<file path="src/hw/rtl/least_loaded_dispatcher_unit_assert.svh">
// Assertion macros shared by the dispatcher RTL.
`ifndef LEAST_LOADED_DISPATCHER_UNIT_ASSERT_SVH
`define LEAST_LOADED_DISPATCHER_UNIT_ASSERT_SVH

`ifndef SYNTHESIS

// Check a condition at every clock edge outside reset.
`define LLD_ASSERT(name, expr) \
  name: assert property (@(posedge clk_i) disable iff (!rst_ni) (expr)) \
    else $error("lld assertion failed");

// Check that a condition implies another in the next cycle.
`define LLD_ASSERT_NEXT(name, ante, cons) \
  name: assert property (@(posedge clk_i) disable iff (!rst_ni) (ante) |=> (cons)) \
    else $error("lld assertion failed");

`else

`define LLD_ASSERT(name, expr)
`define LLD_ASSERT_NEXT(name, ante, cons)

`endif

`endif

</file>
<file path="src/hw/rtl/lld_pkg.sv">
// Types, codes and constants of the least-loaded dispatcher.
package lld_pkg;

  // Default sizing
  localparam int DefMaxWorkers = 16;
  localparam int DefLoadBits   = 16;

  // Field widths
  localparam int CfgW     = 5;
  localparam int IdxW     = 4;
  localparam int OutLoadW = 16;
  localparam int StatusW  = 2;
  localparam int InDataW  = 8;
  localparam int OutDataW = 24;

  // Command kinds
  typedef enum logic {
    CMD_ASSIGN  = 1'b0,
    CMD_RELEASE = 1'b1
  } lld_cmd_e;

  // Result status codes
  typedef enum logic [StatusW-1:0] {
    ST_OK        = 2'd0,
    ST_SAT_HIGH  = 2'd1,
    ST_AT_ZERO   = 2'd2,
    ST_BAD_INDEX = 2'd3
  } lld_status_e;

  // Sequencer states
  typedef enum logic [1:0] {
    S_IDLE,
    S_SCAN,
    S_FETCH,
    S_UPDATE
  } lld_state_e;

endpackage

</file>
<file path="src/hw/rtl/least_loaded_dispatcher_unit.sv">
// Least-loaded dispatcher: per-worker load counts in a RAM with a scanning sequencer.
//
// Usage: commands enter on the s_axis channel (tuser = command, 0 assign / 1 release,
// tdata[3:0] = worker index to release). Each command yields exactly one result word
// on m_axis: tdata[3:0] = worker, tdata[19:4] = load after update, tuser = status.
// The worker count register is written over the cfg channel, which is always ready;
// write it only while no command is in flight.
// Sequencing: an assign reads one load count per cycle from the load RAM (single
// registered read port) to find the minimum over the active workers (at most
// MAX_WORKERS). A release reads its worker's count, then updates it; a release of an
// index outside the active set skips the read. One command is processed at a time;
// the next one is taken once the current result is in the output register.
// Reset: all load counts read as zero (per-entry valid flops, no clearing pass),
// the worker count returns to one, the output register empties.
// Stall: a finished result waits in the output register; the sequencer holds its
// update (no RAM write) until that register is free, then accepts new commands.
`include "least_loaded_dispatcher_unit_assert.svh"

module least_loaded_dispatcher_unit #(
  parameter int MAX_WORKERS = lld_pkg::DefMaxWorkers,
  parameter int LOAD_BITS   = lld_pkg::DefLoadBits
) (
  input  logic                        clk_i,
  input  logic                        rst_ni,
  // Configuration write channel: number of active workers
  input  logic                        cfg_valid_i,
  output logic                        cfg_ready_o,
  input  logic [lld_pkg::CfgW-1:0]    cfg_data_i,
  // Command channel
  input  logic                        s_axis_tvalid_i,
  output logic                        s_axis_tready_o,
  input  logic [lld_pkg::InDataW-1:0] s_axis_tdata_i,   // [3:0] release_worker, [7:4] zero
  input  logic                        s_axis_tuser_i,   // [0] cmd
  // Result channel
  output logic                        m_axis_tvalid_o,
  input  logic                        m_axis_tready_i,
  output logic [lld_pkg::OutDataW-1:0] m_axis_tdata_o,  // [3:0] chosen_worker,
                                                        // [19:4] load_after, [23:20] zero
  output logic [lld_pkg::StatusW-1:0] m_axis_tuser_o    // [1:0] status
);
  import lld_pkg::*;

  localparam int AW   = (MAX_WORKERS > 1) ? $clog2(MAX_WORKERS) : 1;
  localparam int NW   = $clog2(MAX_WORKERS + 1);
  localparam int CmpW = (NW > CfgW) ? NW : CfgW;
  localparam logic [LOAD_BITS-1:0] LoadMax = '1;

  // Configuration register
  logic [CfgW-1:0] active_q;

  // Load RAM and per-entry valid flops
  logic [LOAD_BITS-1:0]   load_mem [MAX_WORKERS];
  logic [MAX_WORKERS-1:0] valid_q, valid_d;
  logic                   rd_en;
  logic [AW-1:0]          rd_addr;
  logic [LOAD_BITS-1:0]   rd_data_q;
  logic                   rd_valid_q;
  logic                   mem_we;
  logic [AW-1:0]          wr_addr;
  logic [LOAD_BITS-1:0]   wr_data;

  // Sequencer
  lld_state_e           state_q, state_d;
  logic [AW-1:0]        scan_q, scan_d;
  logic [AW-1:0]        best_idx_q, best_idx_d;
  logic [LOAD_BITS-1:0] best_load_q, best_load_d;
  logic                 cmd_q, cmd_d;
  logic [IdxW-1:0]      idx_q, idx_d;
  logic                 bad_q, bad_d;

  // Output register
  logic                 out_valid_q, out_valid_d;
  logic [IdxW-1:0]      out_worker_q, out_worker_d;
  logic [OutLoadW-1:0]  out_load_q, out_load_d;
  lld_status_e          out_status_q, out_status_d;

  logic                 in_accept;
  logic                 out_free;
  logic                 out_load;
  logic [CmpW-1:0]      act_w;
  logic [CmpW-1:0]      n_eff;
  logic [CmpW-1:0]      scan_next_w;
  logic [LOAD_BITS-1:0] load_cur;
  logic                 take;
  logic [IdxW-1:0]      res_worker;
  logic [LOAD_BITS-1:0] res_load;
  lld_status_e          res_status;
  logic                 res_write;

  // Effective worker count: zero means one, clamp to the RAM depth
  always_comb begin
    act_w = CmpW'(active_q);
    if (act_w == '0) begin
      n_eff = CmpW'(1);
    end else if (act_w > CmpW'(MAX_WORKERS)) begin
      n_eff = CmpW'(MAX_WORKERS);
    end else begin
      n_eff = act_w;
    end
  end

  assign cfg_ready_o     = 1'b1;
  assign s_axis_tready_o = (state_q == S_IDLE);
  assign in_accept       = s_axis_tvalid_i && s_axis_tready_o;
  assign out_free        = !out_valid_q || m_axis_tready_i;

  // Entries never written read as zero
  assign load_cur    = rd_valid_q ? rd_data_q : '0;
  assign take        = (scan_q == '0) || (load_cur < best_load_q);
  assign scan_next_w = CmpW'(scan_q) + CmpW'(1);

  // Result of the pending update
  always_comb begin
    res_worker = idx_q;
    res_load   = '0;
    res_status = ST_OK;
    res_write  = 1'b0;
    if (bad_q) begin
      res_status = ST_BAD_INDEX;
    end else if (cmd_q == CMD_ASSIGN) begin
      res_worker = IdxW'(best_idx_q);
      if (best_load_q == LoadMax) begin
        res_load   = LoadMax;
        res_status = ST_SAT_HIGH;
      end else begin
        res_load  = best_load_q + LOAD_BITS'(1);
        res_write = 1'b1;
      end
    end else if (best_load_q == '0) begin
      res_status = ST_AT_ZERO;
    end else begin
      res_load  = best_load_q - LOAD_BITS'(1);
      res_write = 1'b1;
    end
  end

  // Next state and datapath control
  always_comb begin
    state_d      = state_q;
    scan_d       = scan_q;
    best_idx_d   = best_idx_q;
    best_load_d  = best_load_q;
    cmd_d        = cmd_q;
    idx_d        = idx_q;
    bad_d        = bad_q;
    rd_en        = 1'b0;
    rd_addr      = '0;
    mem_we       = 1'b0;
    wr_addr      = best_idx_q;
    wr_data      = res_load;
    out_load     = 1'b0;
    valid_d      = valid_q;
    unique case (state_q)
      S_IDLE: begin
        if (in_accept) begin
          cmd_d = s_axis_tuser_i;
          idx_d = s_axis_tdata_i[IdxW-1:0];
          bad_d = 1'b0;
          if (s_axis_tuser_i == CMD_ASSIGN) begin
            // Start the scan at worker zero
            rd_en   = 1'b1;
            rd_addr = '0;
            scan_d  = '0;
            state_d = S_SCAN;
          end else if (CmpW'(s_axis_tdata_i[IdxW-1:0]) >= n_eff) begin
            bad_d   = 1'b1;
            state_d = S_UPDATE;
          end else begin
            rd_en   = 1'b1;
            rd_addr = AW'(s_axis_tdata_i[IdxW-1:0]);
            state_d = S_FETCH;
          end
        end
      end
      S_SCAN: begin
        // Compare the arriving count, fetch the next one
        if (take) begin
          best_load_d = load_cur;
          best_idx_d  = scan_q;
        end
        if (scan_next_w >= n_eff) begin
          state_d = S_UPDATE;
        end else begin
          rd_en   = 1'b1;
          rd_addr = scan_q + AW'(1);
          scan_d  = scan_q + AW'(1);
        end
      end
      S_FETCH: begin
        best_load_d = load_cur;
        best_idx_d  = AW'(idx_q);
        state_d     = S_UPDATE;
      end
      S_UPDATE: begin
        // Write back and emit only when the output register can take the word
        if (out_free) begin
          out_load = 1'b1;
          mem_we   = res_write;
          if (res_write) begin
            valid_d[best_idx_q] = 1'b1;
          end
          state_d = S_IDLE;
        end
      end
      default: state_d = S_IDLE;
    endcase
  end

  // Output register next values
  always_comb begin
    out_worker_d = out_worker_q;
    out_load_d   = out_load_q;
    out_status_d = out_status_q;
    out_valid_d  = out_valid_q;
    if (out_load) begin
      out_worker_d = res_worker;
      out_load_d   = OutLoadW'(res_load);
      out_status_d = res_status;
      out_valid_d  = 1'b1;
    end else if (m_axis_tready_i) begin
      out_valid_d = 1'b0;
    end
  end

  // Control registers
  always_ff @(posedge clk_i or negedge rst_ni) begin
    if (!rst_ni) begin
      state_q     <= S_IDLE;
      out_valid_q <= 1'b0;
      valid_q     <= '0;
      active_q    <= CfgW'(1);
    end else begin
      state_q     <= state_d;
      out_valid_q <= out_valid_d;
      valid_q     <= valid_d;
      if (cfg_valid_i && cfg_ready_o) begin
        active_q <= cfg_data_i;
      end
    end
  end

  // Payload registers
  always_ff @(posedge clk_i) begin
    scan_q       <= scan_d;
    best_idx_q   <= best_idx_d;
    best_load_q  <= best_load_d;
    cmd_q        <= cmd_d;
    idx_q        <= idx_d;
    bad_q        <= bad_d;
    out_worker_q <= out_worker_d;
    out_load_q   <= out_load_d;
    out_status_q <= out_status_d;
  end

  // Load RAM: one write port, one registered read port
  always_ff @(posedge clk_i) begin
    if (mem_we) begin
      load_mem[wr_addr] <= wr_data;
    end
    if (rd_en) begin
      rd_data_q  <= load_mem[rd_addr];
      rd_valid_q <= valid_q[rd_addr];
    end
  end

  assign m_axis_tvalid_o = out_valid_q;
  assign m_axis_tdata_o  = {{(OutDataW - IdxW - OutLoadW){1'b0}}, out_load_q, out_worker_q};
  assign m_axis_tuser_o  = out_status_q;

  // Scan never runs past the active workers
  `LLD_ASSERT(a_scan_in_range, (state_q != S_SCAN) || (CmpW'(scan_q) < n_eff))
  // RAM writes only go with a result leaving the sequencer
  `LLD_ASSERT(a_write_with_result, !mem_we || out_load)
  // A written entry is marked valid from then on
  `LLD_ASSERT_NEXT(a_valid_after_write, mem_we, valid_q[$past(wr_addr)])
  // A saturated assign reports the top count
  `LLD_ASSERT(a_sat_reports_max, !(out_load && (res_status == ST_SAT_HIGH)) ||
              (res_load == LoadMax))

endmodule

</file>
<file path="config.mk">
export PLATFORM = sky130hd
export DESIGN_NAME = least_loaded_dispatcher_unit
export DESIGN_NICKNAME = d
export VERILOG_FILES = /design/src/hw/rtl/lld_pkg.sv /design/src/hw/rtl/least_loaded_dispatcher_unit.sv
export VERILOG_INCLUDE_DIRS = /design/src /design/src/hw/rtl
export SDC_FILE = /design/constraint.sdc
export NUM_CORES = 1
export LEC_CHECK = 0
export BUFFER_PORTS_ARGS = -buffer_cell sky130_fd_sc_hd__buf_2
export CAP_MARGIN = 5
export CORE_MARGIN = 2
export CORE_UTILIZATION = 60
export CTS_CLUSTER_DIAMETER = 80
export DETAILED_ROUTE_END_ITERATION = 6
export GPL_TIMING_DRIVEN = 0
export HOLD_SLACK_MARGIN = 0.1
export MAX_ROUTING_LAYER = met4
export PLACE_DENSITY = 0.86
export SYNTH_ARGS = -nofsm -noshare
export SYNTH_HDL_FRONTEND = slang
export SYNTH_SLANG_ARGS = --single-unit
</file>
<file path="constraint.sdc">
create_clock -name clk_i -period 4.98 [get_ports clk_i]
set_input_delay 0.498 -clock clk_i [delete_from_list [all_inputs] [get_ports clk_i]]
set_output_delay 0.498 -clock clk_i [all_outputs]
set_load 0.01 [all_outputs]
</file>
-- Yosys cells after proc, flatten, opt, wreduce, memory -nomap -nowiden
Memories as Yosys holds them, arrays and structs flattened. A register that Yosys moved wholly into a read port is not among the register bits.
Cells that the tools add are included.
- bits in latches: 0
- memories kept: 1
- input bits: 19
- output and inout bits: 29
- bits in registers: 77
- logic and storage cells: 107
- memory bits (writable): 256
- ROM bits: 0
- memory list (memory ; depth ; width ; rd ports ; clocked after Yosys merged registers in ; write ports ; line ; RTL):
    load_mem ; 16 ; 16 ; 1 ; 1 ; 1 ; least_loaded_dispatcher_unit.sv:52 ; logic [LOAD_BITS-1:0] load_mem [MAX_WORKERS];
- shift-type cells: 0
- magnitude comparators: 7
- div/mod/pow operators: 0
- multiply operators: 0
- add/sub/neg operators: 4
- reductions and logical operators: 17
- mux-type cells: 53
- bitwise gates (word level): 1
- equality and inequality tests: 10
- operators by type and width (operator ; count):
    two-way mux 16 bit ; 6
    two-way mux 4 bit ; 10
    case mux 16 bit (2 select lines) ; 1
    case mux 4 bit (2 select lines) ; 3
    two-way mux 1 bit ; 21
    adder 16 x 1 -> 16 bit, second input constant ; 1
    == test 16 bit, second input constant ; 1
    zero test 16 bit ; 1
    < comparator 16 bit ; 1
    bitwise OR 16 bit ; 1
    subtractor 16 x 1 -> 16 bit, second input constant ; 1
    two-way mux 2 bit ; 6
    < comparator 4 x 5 -> 1 bit, second input constant ; 2
    two-way mux 5 bit ; 2
    inequality test 2 bit, second input constant ; 5
    case mux 2 bit (4 select lines) ; 1
    AND reduction 3 bit ; 2
    nonzero test 2 bit ; 3
    adder 4 x 1 -> 5 bit, second input constant ; 1
    >= comparator 4 x 5 -> 1 bit ; 1
    >= comparator 5 bit ; 1
    > comparator 5 bit, second input constant ; 1
    zero test 5 bit ; 1
    adder 4 x 1 -> 4 bit, second input constant ; 1
    other kinds (14) ; 18

-- Logic depth before layout (Yosys ltp)
Gate-level depths: netlist of run 1.
- depth after elaboration: 10
- mapped depth: 13
- depth with buffers taken out: 11

-- Worst setup path before layout of run 1
Ideal clock, no wire load.
- path kind: flip-flop to flip-flop
- start: register rd_valid_q
- end: register best_idx_q[0] (enable)
- required time: 4.526 ns
- setup slack: 0.595 ns
- library setup time: 0.454 ns
- stages on the path, launching flop included: 11
- arrival time: 3.930 ns
- path buffers: 1
- clock period less this slack: 4.385 ns
- cell sequence: edfxtp_1 clkbuf_1 and2_1 ha_1 a21o_1 a21o_1 a21oi_1 o21ai_0 a21oi_1 nor2b_1 o41ai_1
- longest elaborated chain between the ends: 5
- RTL lines (item ; line ; RTL):
    start: declaration ; least_loaded_dispatcher_unit.sv:57 ; logic rd_valid_q;
    start signal: assignment ; least_loaded_dispatcher_unit.sv:262 ; rd_valid_q <= valid_q[rd_addr];
    two-way mux 16 bit ; least_loaded_dispatcher_unit.sv:108 ; assign load_cur = rd_valid_q ? rd_data_q : '0;
    < comparator 16 bit ; least_loaded_dispatcher_unit.sv:109 ; assign take = (scan_q == '0) || (load_cur < best_load_q);
    logical OR 1 bit ; least_loaded_dispatcher_unit.sv:109 ;
    inequality test 2 bit (no line) ; -- ;
    AND reduction 2 bit (no line) ; -- ;
    end signal: assignment ; least_loaded_dispatcher_unit.sv:245 ; best_idx_q <= best_idx_d;
    end: declaration ; least_loaded_dispatcher_unit.sv:65 ; logic [AW-1:0] best_idx_q, best_idx_d;
No other way between the ends.
A chain may end at the register's enable or synchronous reset.

-- Worst setup path in the final report of run 1
- start: register scan_q[0]
- end: register rd_data_q[12], read port of load_mem, data pin
- longest elaborated chain between the ends: 4
- elaborated cells between the ends (all ways): 7
- those cells by class: add/sub (2); order compare (1); mux (4)
- RTL lines (item ; line ; RTL):
    start: declaration ; least_loaded_dispatcher_unit.sv:64 ; logic [AW-1:0] scan_q, scan_d;
    start signal: assignment ; least_loaded_dispatcher_unit.sv:244 ; scan_q <= scan_d;
    adder 4 x 1 -> 5 bit * ; least_loaded_dispatcher_unit.sv:110 ; assign scan_next_w = CmpW'(scan_q) + CmpW'(1);
    via scan_next_w[2] ; least_loaded_dispatcher_unit.sv:82 ; logic [CmpW-1:0] scan_next_w;
    >= comparator 5 bit * ; least_loaded_dispatcher_unit.sv:181 ; if (scan_next_w >= n_eff) begin
    two-way mux 4 bit / two-way mux 1 bit (equally long branches) ; least_loaded_dispatcher_unit.sv:181 ;
    case mux 4 bit (2 select lines) / case mux 1 bit (2 select lines) (equally long branches) ; least_loaded_dispatcher_unit.sv:153 ; unique case (state_q)
    end: declaration ; least_loaded_dispatcher_unit.sv:56 ; logic [LOAD_BITS-1:0] rd_data_q;
Mark *: on every way through the listed nets, which the timed path passes. The rest lies on a longest branch.

==> parameters.txt, run 1 <==
Parameter                              Value

Run status
  Outcome ... finished, final reports clean

Timing
  Worst-Margin Slew ... about 1300 ps
  Minimum period implied by the final worst setup slack ... 4340 ps
  Final setup violation count ... 0
  Unrepaired setup endpoints after global routing ... no
  Worst rel slew slack ... 10.0%
  Final Hold Viols ... 0
  Portion of the clock cycle consumed by the worst path in the final layout ... between 80% and 90%
  Final worst clock skew ... between 20 and 25 ps
  Maximum operating frequency ... roughly 0.23 GHz
  Final Slew Violations ... 0

Layout
  Combined flip-flop and latch cell area ... 10400 um2
  Fillcell total ... between 1500 and 2000
  Net total in the final layout ... ~1300
  Post-layout util ... roughly 70%
  Combined area of the multi-input logic cells ... approximately 4600 um2
  Area added between synthesis and finish ... 14.3%
  Number of standard cells in the layout, taps in and fillers out ... roughly 1600
  Share of post-route cells with drive strength above 1 ... around 16%

Yosys
  Proportion of netlist area held by the largest area contributor ... between 60 and 70%
  Mapped Avg Cell Area ... 13.6 um2
  Number of flops mapped to enable cells by yosys ... ~330
  Yosys reg bits ... around 350
  Fraction of synthesis flops using an asynchronous set or reset pin ... slightly below 7%
  Synth Warn # ... 0
  Number of instances in the synthesized netlist ... 1128
  Count of different cell masters after synthesis ... 80
  Combined area of all synthesized cells ... 15400 um2
  Post-synthesis sequential area ratio ... 67.5%
  Cell type with the largest total area after synthesis ... sky130_fd_sc_hd__edfxtp_1
  Area contributors post-synth ... sky130_fd_sc_hd__edfxtp_1, sky130_fd_sc_hd__dfrtp_1, sky130_fd_sc_hd__nand2_1
  Flip-flop cell with the highest count after synthesis ... sky130_fd_sc_hd__edfxtp_1

Clock tree
  Maximum buffer depth of the clock tree ... 3
  Clock buffer count from CTS ... 36
  Register clock-pin slew on the reported worst setup and hold paths ... about 60 ps
  Clock tree from TritonCTS ... yes
  Master cell of the clock root buffer ... sky130_fd_sc_hd__clkbuf_16
  Clock latency on the worst-skew pair ... 530 ps
  CTS resizes ... 0
  Depth of the CTS H-tree ... 2
  Clk sink count ... about 350

Global route
  GRT Overall Usage ... between 30% and 40%
  Via count of the first global-routing pass ... ~11000
  Met3 track utilization from global routing ... approximately 6.5%
  GR Overflow Total ... 0
  Global-route wire length before repair ... approximately 61000 um
  Maximum number of pins on one net before global-route repair ... 25
  Initial antenna violation count ... 1
  Gr busiest metal ... met2
  Met1 track demand over resource ... ~38%
  GR Layer Usage met2 ... 51.5%

Route
  Vias after detailed routing ... around 11000
  Vias per cell ... roughly 6.8
  Remaining antenna violation count after routing ... 0
  DR pass1 iterations ... 6
  1st-iter DRT viols ... roughly 1800
  Average routed wire per standard cell ... about 26 um
  Post-route DRC violation count ... 0
  Drt total wl ... 40900 um

Setup path
  Critical path startpoint category ... register
  Max incr delay on CP ... ~600 ps
  Endpoint arrival time on the critical path ... roughly 4600 ps
  Largest delay contributor family on the critical path ... simple AND/OR/NAND/NOR gates
  Crit-path max FO ... 10
  Critical Setup Path Class ... reg2reg
  CP most frequent cell ... sky130_fd_sc_hd__ha_1
  Count of buffering cells on the critical path with inverters included ... 2
  Endpoint required time on the critical path ... approximately 5200 ps
  Worst Setup End Kind ... register
  Series of cell instances along the critical path ... ha_1 > xor2_1 > ha_1 > and2_1 > a211oi_1 > or2_2 > nor2_1 > buf_2 > clkbuf_1 > nor3_1 > o32a_1 > o221ai_1
  Slowest CP cell ... sky130_fd_sc_hd__clkbuf_1

Job
  Max-cap check violation count ... 0

Power
  Power Internal ... roughly 7.4 mW
  Sequential share of power ... between 30% and 40%
  Power per unit of standard cell area ... 707 nW/um2
  Total leakage power ... approximately 6.4 nW
  Sw frac ... 40.8%
  Reported net switching power ... roughly 5.1 mW
  Total power ... ~12 mW
  Clock group share of total power ... between 20% and 30%
  IR drop worst, VDD ... slightly above 0.4 mV
  Part of the total power dissipated in combinational logic ... about 44%

Floorplanning
  Initial Util ... 61.0%
  Io pins ... 48
  Die Span Y ... roughly 160 um
  Area of the die ... 26900 um2
  Placeable core region ... ~25000 um2
  DIE WIDTH ... about 160 um
  Number of standard-cell rows in the floorplan ... 58

Min path
  Class of the tightest hold or removal check ... in2reg

Placement
  Port Buffers ... 38
  Detailed placer's ending HPWL ... approximately 28000 um
  Gpl congestion ... just under 1
  Placed cell count ... roughly 1500
[tightest hold or removal path, delay by kind of cell]
family / cells / cell delay [ps]
AO/OA/AOI/OAI: 1 / 60
buffers and inverters: 1 / 80
AND/OR/NAND/NOR: 1 / 40
[what timing repair did]
action | in CTS | in global routing
endpoints found under the hold margin | 23 | 0
hold buffers | 1 | 0
buffers inserted | 0 | 0
[flip-flops by register name (all words and copies together) (netlist names)]
register and flops:
cmd_q 1, best_idx_q 4, out_load_q 16, best_load_q 16
m_axis_tuser_o 2, act_w 5, load_mem 256, state_q 2
scan_q 4, idx_q 4, rd_data_q 16, valid_q 16
out_worker_q 4, m_axis_tvalid_o 1, rd_valid_q 1, bad_q 1
[metrics by stage]
| step | setup TNS (ps) | setup WS (ps) | cell area (um2) | hold slack [ps] |
|---|---|---|---|---|
| after global routing | 0 | 544 | 17600 | 219 |
| after global placement | -50470 | -2540 | 16000 | 445 |
| after detailed placement | 0 | 879 | 16400 | 461 |
| after floorplan | 0 | 595 | 15400 | 202 |
| after CTS | 0 | 857 | 17500 | 177 |
| final | 0 | 639 | 17600 | 183 |
[layer usage]
| metal | vias up | share of wire (%) |
|---|---|---|
| met1 | 5085 | 35 |
| li1 | 4603 | - |
| met5 | - | 0 |
| met3 | 189 | 12 |
| met4 | 0 | 5.5 |
| met2 | 872 | 48 |
[power by group through the flow]
stage / Sequential, mW / Combinational, mW / Clock [mW]
after floorplan: 4.32 / 3.28 / 0
after global placement: 4.37 / 4.84 / 0
after detailed placement: 4.35 / 5.22 / 0
after CTS: 4.29 / 5.29 / 2.64
after global routing: 4.34 / 5.79 / 2.75
final: 4.30 / 5.49 / 2.63
[cell usage after synthesis, types with 12 or more instances]
cell                       count
sky130_fd_sc_hd__edfxtp_1    325
sky130_fd_sc_hd__nand2_1     121
sky130_fd_sc_hd__a21oi_1      52
sky130_fd_sc_hd__nor2_1       46
sky130_fd_sc_hd__and3_1       44
sky130_fd_sc_hd__a211oi_1     43
sky130_fd_sc_hd__ha_1         33
sky130_fd_sc_hd__inv_1        33
sky130_fd_sc_hd__clkbuf_1     30
sky130_fd_sc_hd__o21ai_0      27
sky130_fd_sc_hd__mux2i_1      25
sky130_fd_sc_hd__dfrtp_1      23
sky130_fd_sc_hd__nand3_1      21
sky130_fd_sc_hd__and2_1       20
sky130_fd_sc_hd__buf_2        18
sky130_fd_sc_hd__nor3_1       16
sky130_fd_sc_hd__a221o_1      14
sky130_fd_sc_hd__o21bai_1     14
sky130_fd_sc_hd__o221ai_1     13
sky130_fd_sc_hd__a21boi_0     12
sky130_fd_sc_hd__buf_4        12
[cell type report]
cell class	instances	share of cell area, %
Sequential cell	349	59.0
Multi-Input combinational cell	681	26.3
Clock buffer	39	5.32
Timing Repair Buffer	67	3.02
Tap cell	330	2.35
Buffer	67	1.99
Clock inverter	24	1.21
Inverter	34	0.727
Antenna cell	1	0.0143
[worst paths after layout]
path	startpoint	to	slack [ps]	cells after the start
setup / recovery	scan_q[0]$_SDFFCE_PN0P_	rd_data_q[12]$_DFFE_PP_	640	12
hold / removal	cfg_data_i[4]	act_w[4]$_DFFE_PN0P_	180	3
setup reg to reg	scan_q[0]$_SDFFCE_PN0P_	rd_data_q[12]$_DFFE_PP_	640	12
hold reg to reg	valid_q[6]$_DFFE_PN0P_	valid_q[6]$_DFFE_PN0P_	480	2
max in group asynchronous	rst_ni	state_q[0]$_DFFE_PN0P_	4060	2
min in group asynchronous	rst_ni	valid_q[15]$_DFFE_PN0P_	520	2
[cells in the final DEF (no fill, tap or decap), types with 21 or more instances in the layout]
cell,instances
sky130_fd_sc_hd__a211oi_1,42
sky130_fd_sc_hd__a21oi_1,47
sky130_fd_sc_hd__and3_1,44
sky130_fd_sc_hd__buf_2,56
sky130_fd_sc_hd__clkbuf_1,32
sky130_fd_sc_hd__clkbuf_16,37
sky130_fd_sc_hd__dfrtp_1,23
sky130_fd_sc_hd__edfxtp_1,325
sky130_fd_sc_hd__ha_1,33
sky130_fd_sc_hd__inv_1,33
sky130_fd_sc_hd__mux2i_1,25
sky130_fd_sc_hd__nand2_1,121
sky130_fd_sc_hd__nand3_1,21
sky130_fd_sc_hd__nor2_1,29
sky130_fd_sc_hd__o21ai_0,26
[cell families after synthesis]
family | after synthesis | synth area share [%]
AO/OA/AOI/OAI | 283 | 13.7
XOR/XNOR | 12 | 0.685
adder cells (fa/ha/maj) | 33 | 2.69
buffers and inverters | 101 | 3.11
flip-flops | 349 | 67.5
multiplexers | 31 | 2.07
other | 2 | 0.0489
AND/OR/NAND/NOR | 317 | 10.2
Power figures use the tool's default switching activity.
==> run 2, diff against run 1 <==
CORE_UTILIZATION = 45   (was 60)
GPL_TIMING_DRIVEN = not set   (was 0)
PLACE_DENSITY = 0.7   (was 0.86)
==> parameters.txt, run 2 (synthesis results as in run 1) <==
Parameter                              Value

Clock tree
  Clock tree from TritonCTS ... yes (unchanged)
  Depth of the CTS H-tree ... 2 (unchanged)
  Maximum buffer depth of the clock tree ... 3 (unchanged)
  Master cell of the clock root buffer ... sky130_fd_sc_hd__clkbuf_16 (unchanged)
  CTS resizes ... 0 (unchanged)
  Clock latency on the worst-skew pair ... 540 ps (was 530 ps)
  Clock buffer count from CTS ... 38 (was 36)
  Clk sink count ... 349 (unchanged)
  Post-CTS Setup Bufs ... 0 (unchanged)
  Register clock-pin slew on the reported worst setup and hold paths ... 60 ps (about the same)

Floorplanning
  Io pins ... 48 (unchanged)
  Number of standard-cell rows in the floorplan ... 67 (was 58)
  Area of the die ... 35600 um2 (was 26900 um2)
  Die Span Y ... 189 um (was 164 um)
  Initial Util ... 45.8% (was 61.0%)
  DIE WIDTH ... 189 um (was 164 um)
  Placeable core region ... 33500 um2 (was 25200 um2)

Setup path
  Worst Setup End Kind ... register (unchanged)
  Critical path startpoint category ... register (unchanged)
  Crit-path max FO ... 53 (was 10)
  Endpoint arrival time on the critical path ... 4680 ps (was 4580 ps)
  Endpoint required time on the critical path ... 5380 ps (was 5220 ps)
  Critical Setup Path Class ... reg2reg (unchanged)

Global route
  Global-route wire length before repair ... 56700 um (was 61200 um)
  GR Overflow Total ... 0 (unchanged)
  Maximum number of pins on one net before global-route repair ... 84 (was 25)
  GRT Overall Usage ... 21.4% (was 31.8%)
  Initial antenna violation count ... 1 (unchanged)
  Via count of the first global-routing pass ... 9650 (was 10600)

Timing
  Unrepaired setup endpoints after global routing ... no (unchanged)
  Min Hold Slack ... 187 ps (was 183 ps)
  Maximum operating frequency ... 0.233 GHz (was 0.230 GHz)
  Minimum period implied by the final worst setup slack ... 4280 ps (was 4340 ps)
  Final worst clock skew ... 15.6 ps (was 20.5 ps)
  Setup tns final ... 0 ps (unchanged)
  Final setup violation count ... 0 (unchanged)
  Final Hold Viols ... 0 (unchanged)
  Portion of the clock cycle consumed by the worst path in the final layout ... 86.0% (was 87.2%)
  Worst-Margin Slew ... 1330 ps (was 1340 ps)
  Worst rel slew slack ... 10.8% (was 10.0%)
  Final Slew Violations ... 0 (unchanged)
  Worst setup slack after layout ... 697 ps (was 639 ps)

Layout
  Largest register by flop count ... load_mem (unchanged)
  Max reg flops ... 256 (unchanged)
  Area added between synthesis and finish ... 13.4% (was 14.3%)
  Antenna Diode Count ... 0 (was 1)
  Share of post-route cells with drive strength above 1 ... 14.1% (was 16.4%)
  Top library cells by usage in the layout, fill and taps aside ... sky130_fd_sc_hd__edfxtp_1, sky130_fd_sc_hd__nand2_1, sky130_fd_sc_hd__a21oi_1 (was sky130_fd_sc_hd__edfxtp_1, sky130_fd_sc_hd__nand2_1, sky130_fd_sc_hd__buf_2)
  Net total in the final layout ... 1239 (was 1288)
  Post-layout util ... 51.9% (was 69.7%)
  Most common library cell in the layout ignoring fill and taps ... sky130_fd_sc_hd__edfxtp_1 (unchanged)

Min path
  Class of the tightest hold or removal check ... in2reg (unchanged)

Power
  IR drop worst, VDD ... 0.385 mV (was 0.415 mV)
  Total leakage power ... 6.30 nW (was 6.41 nW)
  Total power ... 11.8 mW (was 12.4 mW)
  Power per unit of standard cell area ... 678 nW/um2 (was 707 nW/um2)

Run status
  Outcome ... finished, final reports clean (unchanged)

Placement
  Gpl congestion ... 0.886 (was 0.969)
  Worst slack, placed ... 836 ps (was 879 ps)
  Detailed placer's ending HPWL ... 22700 um (was 28200 um)
  Port Buffers ... 38 (unchanged)

Route
  Vias per cell ... 6.04 (was 6.75)
  Vias after detailed routing ... 10100 (was 10700)
  1st-iter DRT viols ... 1013 (was 1769)
  Drt total wl ... 37400 um (was 40900 um)
  Average routed wire per standard cell ... 22.5 um (was 25.7 um)
  Post-route DRC violation count ... 0 (unchanged)
  Remaining antenna violation count after routing ... 0 (unchanged)
  DR pass1 iterations ... 7 (was 6)

Job
  Max-cap check violation count ... 0 (unchanged)
-- run 2: area by class of cell --
class,instances,area (um2)
clock inverter,24,253
multi-input combinational,681,4590
inverter,34,128
tap,448,561
timing repair buffer,83,549
clock buffer,45,977
sequential,349,10400
fill,2795,16100
-- run 2: per-layer routing --
metal	vias to the layer above	wire length (um)	share of wire [%]	track usage, %
met1	4978	15400	41	28.1
met5	-	0	0	-
li1	4505	-	-	-
met4	0	1010	2.7	6.46
met3	77	3430	9.2	4.32
met2	495	17600	47	33.9
-- run 2: final timing paths --
check	from	to	slack, ps	cells after the start
max in group asynchronous	rst_ni	state_q[1]$_DFFE_PN0P_	4080	2
worst max register to register	scan_q[0]$_SDFFCE_PN0P_	rd_data_q[5]$_DFFE_PP_	700	12
worst min-delay path	cfg_data_i[4]	act_w[4]$_DFFE_PN0P_	190	3
min in group asynchronous	rst_ni	valid_q[14]$_DFFE_PN0P_	500	2
worst min register to register	valid_q[10]$_DFFE_PN0P_	valid_q[10]$_DFFE_PN0P_	470	1
worst max-delay path	scan_q[0]$_SDFFCE_PN0P_	rd_data_q[5]$_DFFE_PP_	700	12
-- run 2: what timing repair did --
action,in CTS,in global routing
setup endpoints to repair,0,0
hold buffers,1,0
endpoints found under the hold margin,23,0
-- run 2: per-stage QoR --
step | area (um2) | std cells
finish | 17400 | 1664
global route | 17400 | 1664
CTS | 17400 | 1663
detailed placement | 16200 | 1593
global placement | 16200 | 1593
floorplan | 15400 | 1131
-- run 2: report_power, final --
group          total, mW  leakage (nW)  switching, mW  internal [mW]
Combinational       4.66          2.40           3.04           1.62
Clock               2.76         0.598           1.13           1.63
Sequential          4.39          3.31          0.318           4.07
-- run 2: critical path, stage by stage (launching register included) --
cell	delay [ps]
sky130_fd_sc_hd__edfxtp_1	490
sky130_fd_sc_hd__ha_1	280
sky130_fd_sc_hd__xor2_1	160
sky130_fd_sc_hd__ha_1	310
sky130_fd_sc_hd__and2_1	210
sky130_fd_sc_hd__a21oi_1	250
sky130_fd_sc_hd__o211ai_1	140
sky130_fd_sc_hd__buf_4	230
sky130_fd_sc_hd__nand2_1	80
sky130_fd_sc_hd__buf_4	470
sky130_fd_sc_hd__nand2_1	680
sky130_fd_sc_hd__a221oi_1	620
sky130_fd_sc_hd__a211o_1	190
==> run 3, diff against run 2 <==
CORE_UTILIZATION = 32   (was 45)
PLACE_DENSITY = 0.56   (was 0.7)
==> parameters.txt, run 3 (synthesis results as in run 1) <==
Parameter                              Value

Route
  Vias per cell ... 5.37 (was 6.04)
  1st-iter DRT viols ... 1025 (was 1013)
  Detail Route met3 WL ... 2290 um (was 3430 um)
  Vias after detailed routing ... 9842 (was 10100)
  Remaining antenna violation count after routing ... 0 (unchanged)
  Highest metal layer with signal wires ... met4 (unchanged)
  Drt total wl ... 39100 um (was 37400 um)
  Met1 wire length ... 16900 um (was 15400 um)
  Metal2 WL ... 18600 um (was 17600 um)
  Post-route DRC violation count ... 1 (was 0)
  Average routed wire per standard cell ... 21.3 um (was 22.5 um)
  DR pass1 iterations ... 7 (unchanged)

Global route
  GR Overflow Total ... 0 (unchanged)
  Via count of the first global-routing pass ... 9822 (was 9650)
  Global-route wire length before repair ... 59900 um (was 56700 um)
  Maximum number of pins on one net before global-route repair ... 88 (was 84)
  GRT Overall Usage ... 16.2% (was 21.4%)
  Initial antenna violation count ... 0 (was 1)

Timing
  Setup tns final ... 0 ps (unchanged)
  Maximum operating frequency ... 0.244 GHz (was 0.233 GHz)
  Final Slew Violations ... 0 (unchanged)
  Worst-Margin Slew ... 1160 ps (was 1330 ps)
  Final Hold Viols ... 0 (unchanged)
  Min Hold Slack ... 175 ps (was 187 ps)
  Minimum period implied by the final worst setup slack ... 4110 ps (was 4280 ps)
  Portion of the clock cycle consumed by the worst path in the final layout ... 82.4% (was 86.0%)
  Final setup violation count ... 0 (unchanged)
  Unrepaired setup endpoints after global routing ... no (unchanged)
  Worst rel slew slack ... 22.6% (was 10.8%)
  Final worst clock skew ... 21.5 ps (was 15.6 ps)

Layout
  Share of post-route cells with drive strength above 1 ... 14.7% (was 14.1%)
  Top library cells by usage in the layout, fill and taps aside ... sky130_fd_sc_hd__edfxtp_1, sky130_fd_sc_hd__nand2_1, sky130_fd_sc_hd__a21oi_1 (unchanged)
  Max reg flops ... 256 (unchanged)
  Area added between synthesis and finish ... 14.7% (was 13.4%)
  Post-route standard cell area excluding fillers ... 17600 um2 (was 17400 um2)
  Fillcell total ... 4481 (was 2795)
  Largest register by flop count ... load_mem (unchanged)
  Combined flip-flop and latch cell area ... 10400 um2 (unchanged)
  Combined area of the multi-input logic cells ... 4590 um2 (about the same)
  Post-layout util ... 37.0% (was 51.9%)
  Most common library cell in the layout ignoring fill and taps ... sky130_fd_sc_hd__edfxtp_1 (unchanged)
  Net total in the final layout ... 1243 (was 1239)
  Number of standard cells in the layout, taps in and fillers out ... 1834 (was 1664)

Placement
  Detailed placer's ending HPWL ... 24800 um (was 22700 um)
  Placed cell count ... 1765 (was 1593)
  Gpl congestion ... 0.881 (was 0.886)
  Port Buffers ... 38 (unchanged)
  Placed Area ... 16400 um2 (was 16200 um2)

Run status
  Outcome ... finished with violations (was finished, final reports clean)
  Violations in the final reports ... design-rule violations

Power
  Total leakage power ... 6.31 nW (was 6.30 nW)
  Power per unit of standard cell area ... 669 nW/um2 (was 678 nW/um2)
  IR drop worst, VDD ... 0.442 mV (was 0.385 mV)

Clock tree
  Clock latency on the worst-skew pair ... 540 ps (about the same)
  Clock buffer count from CTS ... 38 (unchanged)
  Clk sink count ... 349 (unchanged)
  Maximum buffer depth of the clock tree ... 3 (unchanged)
  Depth of the CTS H-tree ... 2 (unchanged)
  Register clock-pin slew on the reported worst setup and hold paths ... 60 ps (about the same)
  Master cell of the clock root buffer ... sky130_fd_sc_hd__clkbuf_16 (unchanged)
  Clock tree from TritonCTS ... yes (unchanged)

Floorplanning
  Initial Util ... 32.3% (was 45.8%)
  Area of the die ... 49700 um2 (was 35600 um2)
  Die Span Y ... 223 um (was 189 um)
  DIE WIDTH ... 223 um (was 189 um)
  Number of standard-cell rows in the floorplan ... 80 (was 67)
  Io pins ... 48 (unchanged)
  Placeable core region ... 47500 um2 (was 33500 um2)

Job
  Max-cap check violation count ... 0 (unchanged)

Setup path
  Worst Setup End Kind ... register (unchanged)
  Endpoint arrival time on the critical path ... 4500 ps (was 4680 ps)
  Crit-path max FO ... 23 (was 53)
  Worst reg2reg startpoint ... scan_q[0]$_SDFFCE_PN0P_ (unchanged)
  Worst R2R End ... rd_data_q[3]$_DFFE_PP_ (was rd_data_q[5]$_DFFE_PP_)
  Worst-case reg-to-reg path depth ... 11 (was 12)
  Critical Setup Path Class ... reg2reg (unchanged)
  Max incr delay on CP ... 660 ps (was 680 ps)
  Critical path startpoint category ... register (unchanged)
  Slowest CP cell ... sky130_fd_sc_hd__nand2_1 (unchanged)
  Critical path launch point ... scan_q[0]$_SDFFCE_PN0P_ (unchanged)
  Endpoint required time on the critical path ... 5370 ps (was 5380 ps)
  Worst reg-to-reg setup slack ... 870 ps (was 700 ps)
  Series of cell instances along the critical path ... ha_1 > xor2_1 > ha_1 > and2_1 > a21oi_1 > o211ai_1 > buf_4 > nand2_1 > nand2_1 > a221oi_1 > a211o_1 (was ha_1 > xor2_1 > ha_1 > and2_1 > a21oi_1 > o211ai_1 > buf_4 > nand2_1 > buf_4 > nand2_1 > a221oi_1 > a211o_1)

Min path
  Class of the tightest hold or removal check ... in2reg (unchanged)
  Worst Hold Depth ... 3 (unchanged)
  Hold Startpoint ... cfg_data_i[4] (unchanged)
  Worst Hold Endpoint ... act_w[4]$_DFFE_PN0P_ (unchanged)
[run 3: changes by cell type in the layout (fill, tap and decap cells not counted), sizes merged]
cell | previous run | this run
clkinv | 17 | 16
diode | 0 | 1
bufinv | 4 | 3
inv | 37 | 36
buf | 81 | 86
[run 3: how the worst max path moves through the flow]
stage,to,slack [ps],cells after the start
after floorplan,best_idx_q[0]$_DFFE_PP_,600,10
after global placement,rd_data_q[0]$_DFFE_PP_,940,11
after detailed placement,rd_data_q[3]$_DFFE_PP_,930,11
after CTS,rd_data_q[3]$_DFFE_PP_,870,11
after global routing,rd_data_q[3]$_DFFE_PP_,620,11
final,rd_data_q[3]$_DFFE_PP_,870,11
[run 3: layer usage]
| metal | vias to the layer above | GRT usage, % |
|---|---|---|
| met4 | 0 | 5.74 |
| met3 | 72 | 2.57 |
| met5 | - | - |
| li1 | 4508 | - |
| met1 | 4948 | 20.8 |
| met2 | 314 | 26.2 |
[run 3: metrics by stage]
stage	setup WS [ps]	power [mW]
after global routing	623	12.5
after global placement	944	9.11
after CTS	873	11.9
after floorplan	595	7.60
after detailed placement	928	9.16
final	875	11.8
[run 3: worst max-delay path: cells and delay by family, from the launching register on]
| family | cells | cell delay, ps |
|---|---|---|
| xor gates and xnor gates | 1 | 170 |
| and+or+nand+nor | 3 | 1330 |
| AOI/OAI and AO/OA | 4 | 1120 |
| buffers and inverters | 1 | 240 |
| DFF | 1 | 490 |
| adders and majority gates | 2 | 600 |
[run 3: area by class of cell]
type / instances / area share (%)
Antenna cell: 1 / 0.0142
Tap cell: 615 / 4.37
Multi-Input combinational cell: 681 / 26.0
Clock inverter: 21 / 1.12
Sequential cell: 349 / 58.8
Timing Repair Buffer: 87 / 3.33
Clock buffer: 46 / 5.57
Inverter: 34 / 0.725
[run 3: what timing repair did]
item / CTS / global route
hold endpoints to repair: 23 / 0
setup buffers: 0 / 0
gates resized for setup: 0 / 0
hold buffers: 1 / 0
[run 3: report_power, final]
part           total (mW)  leakage, nW  switching (mW)  internal (mW)
Combinational        4.69         2.42            3.04           1.65
Sequential           4.40         3.31           0.328           4.07
Clock                2.70        0.583            1.13           1.57
Total                11.8         6.31            4.50           7.29
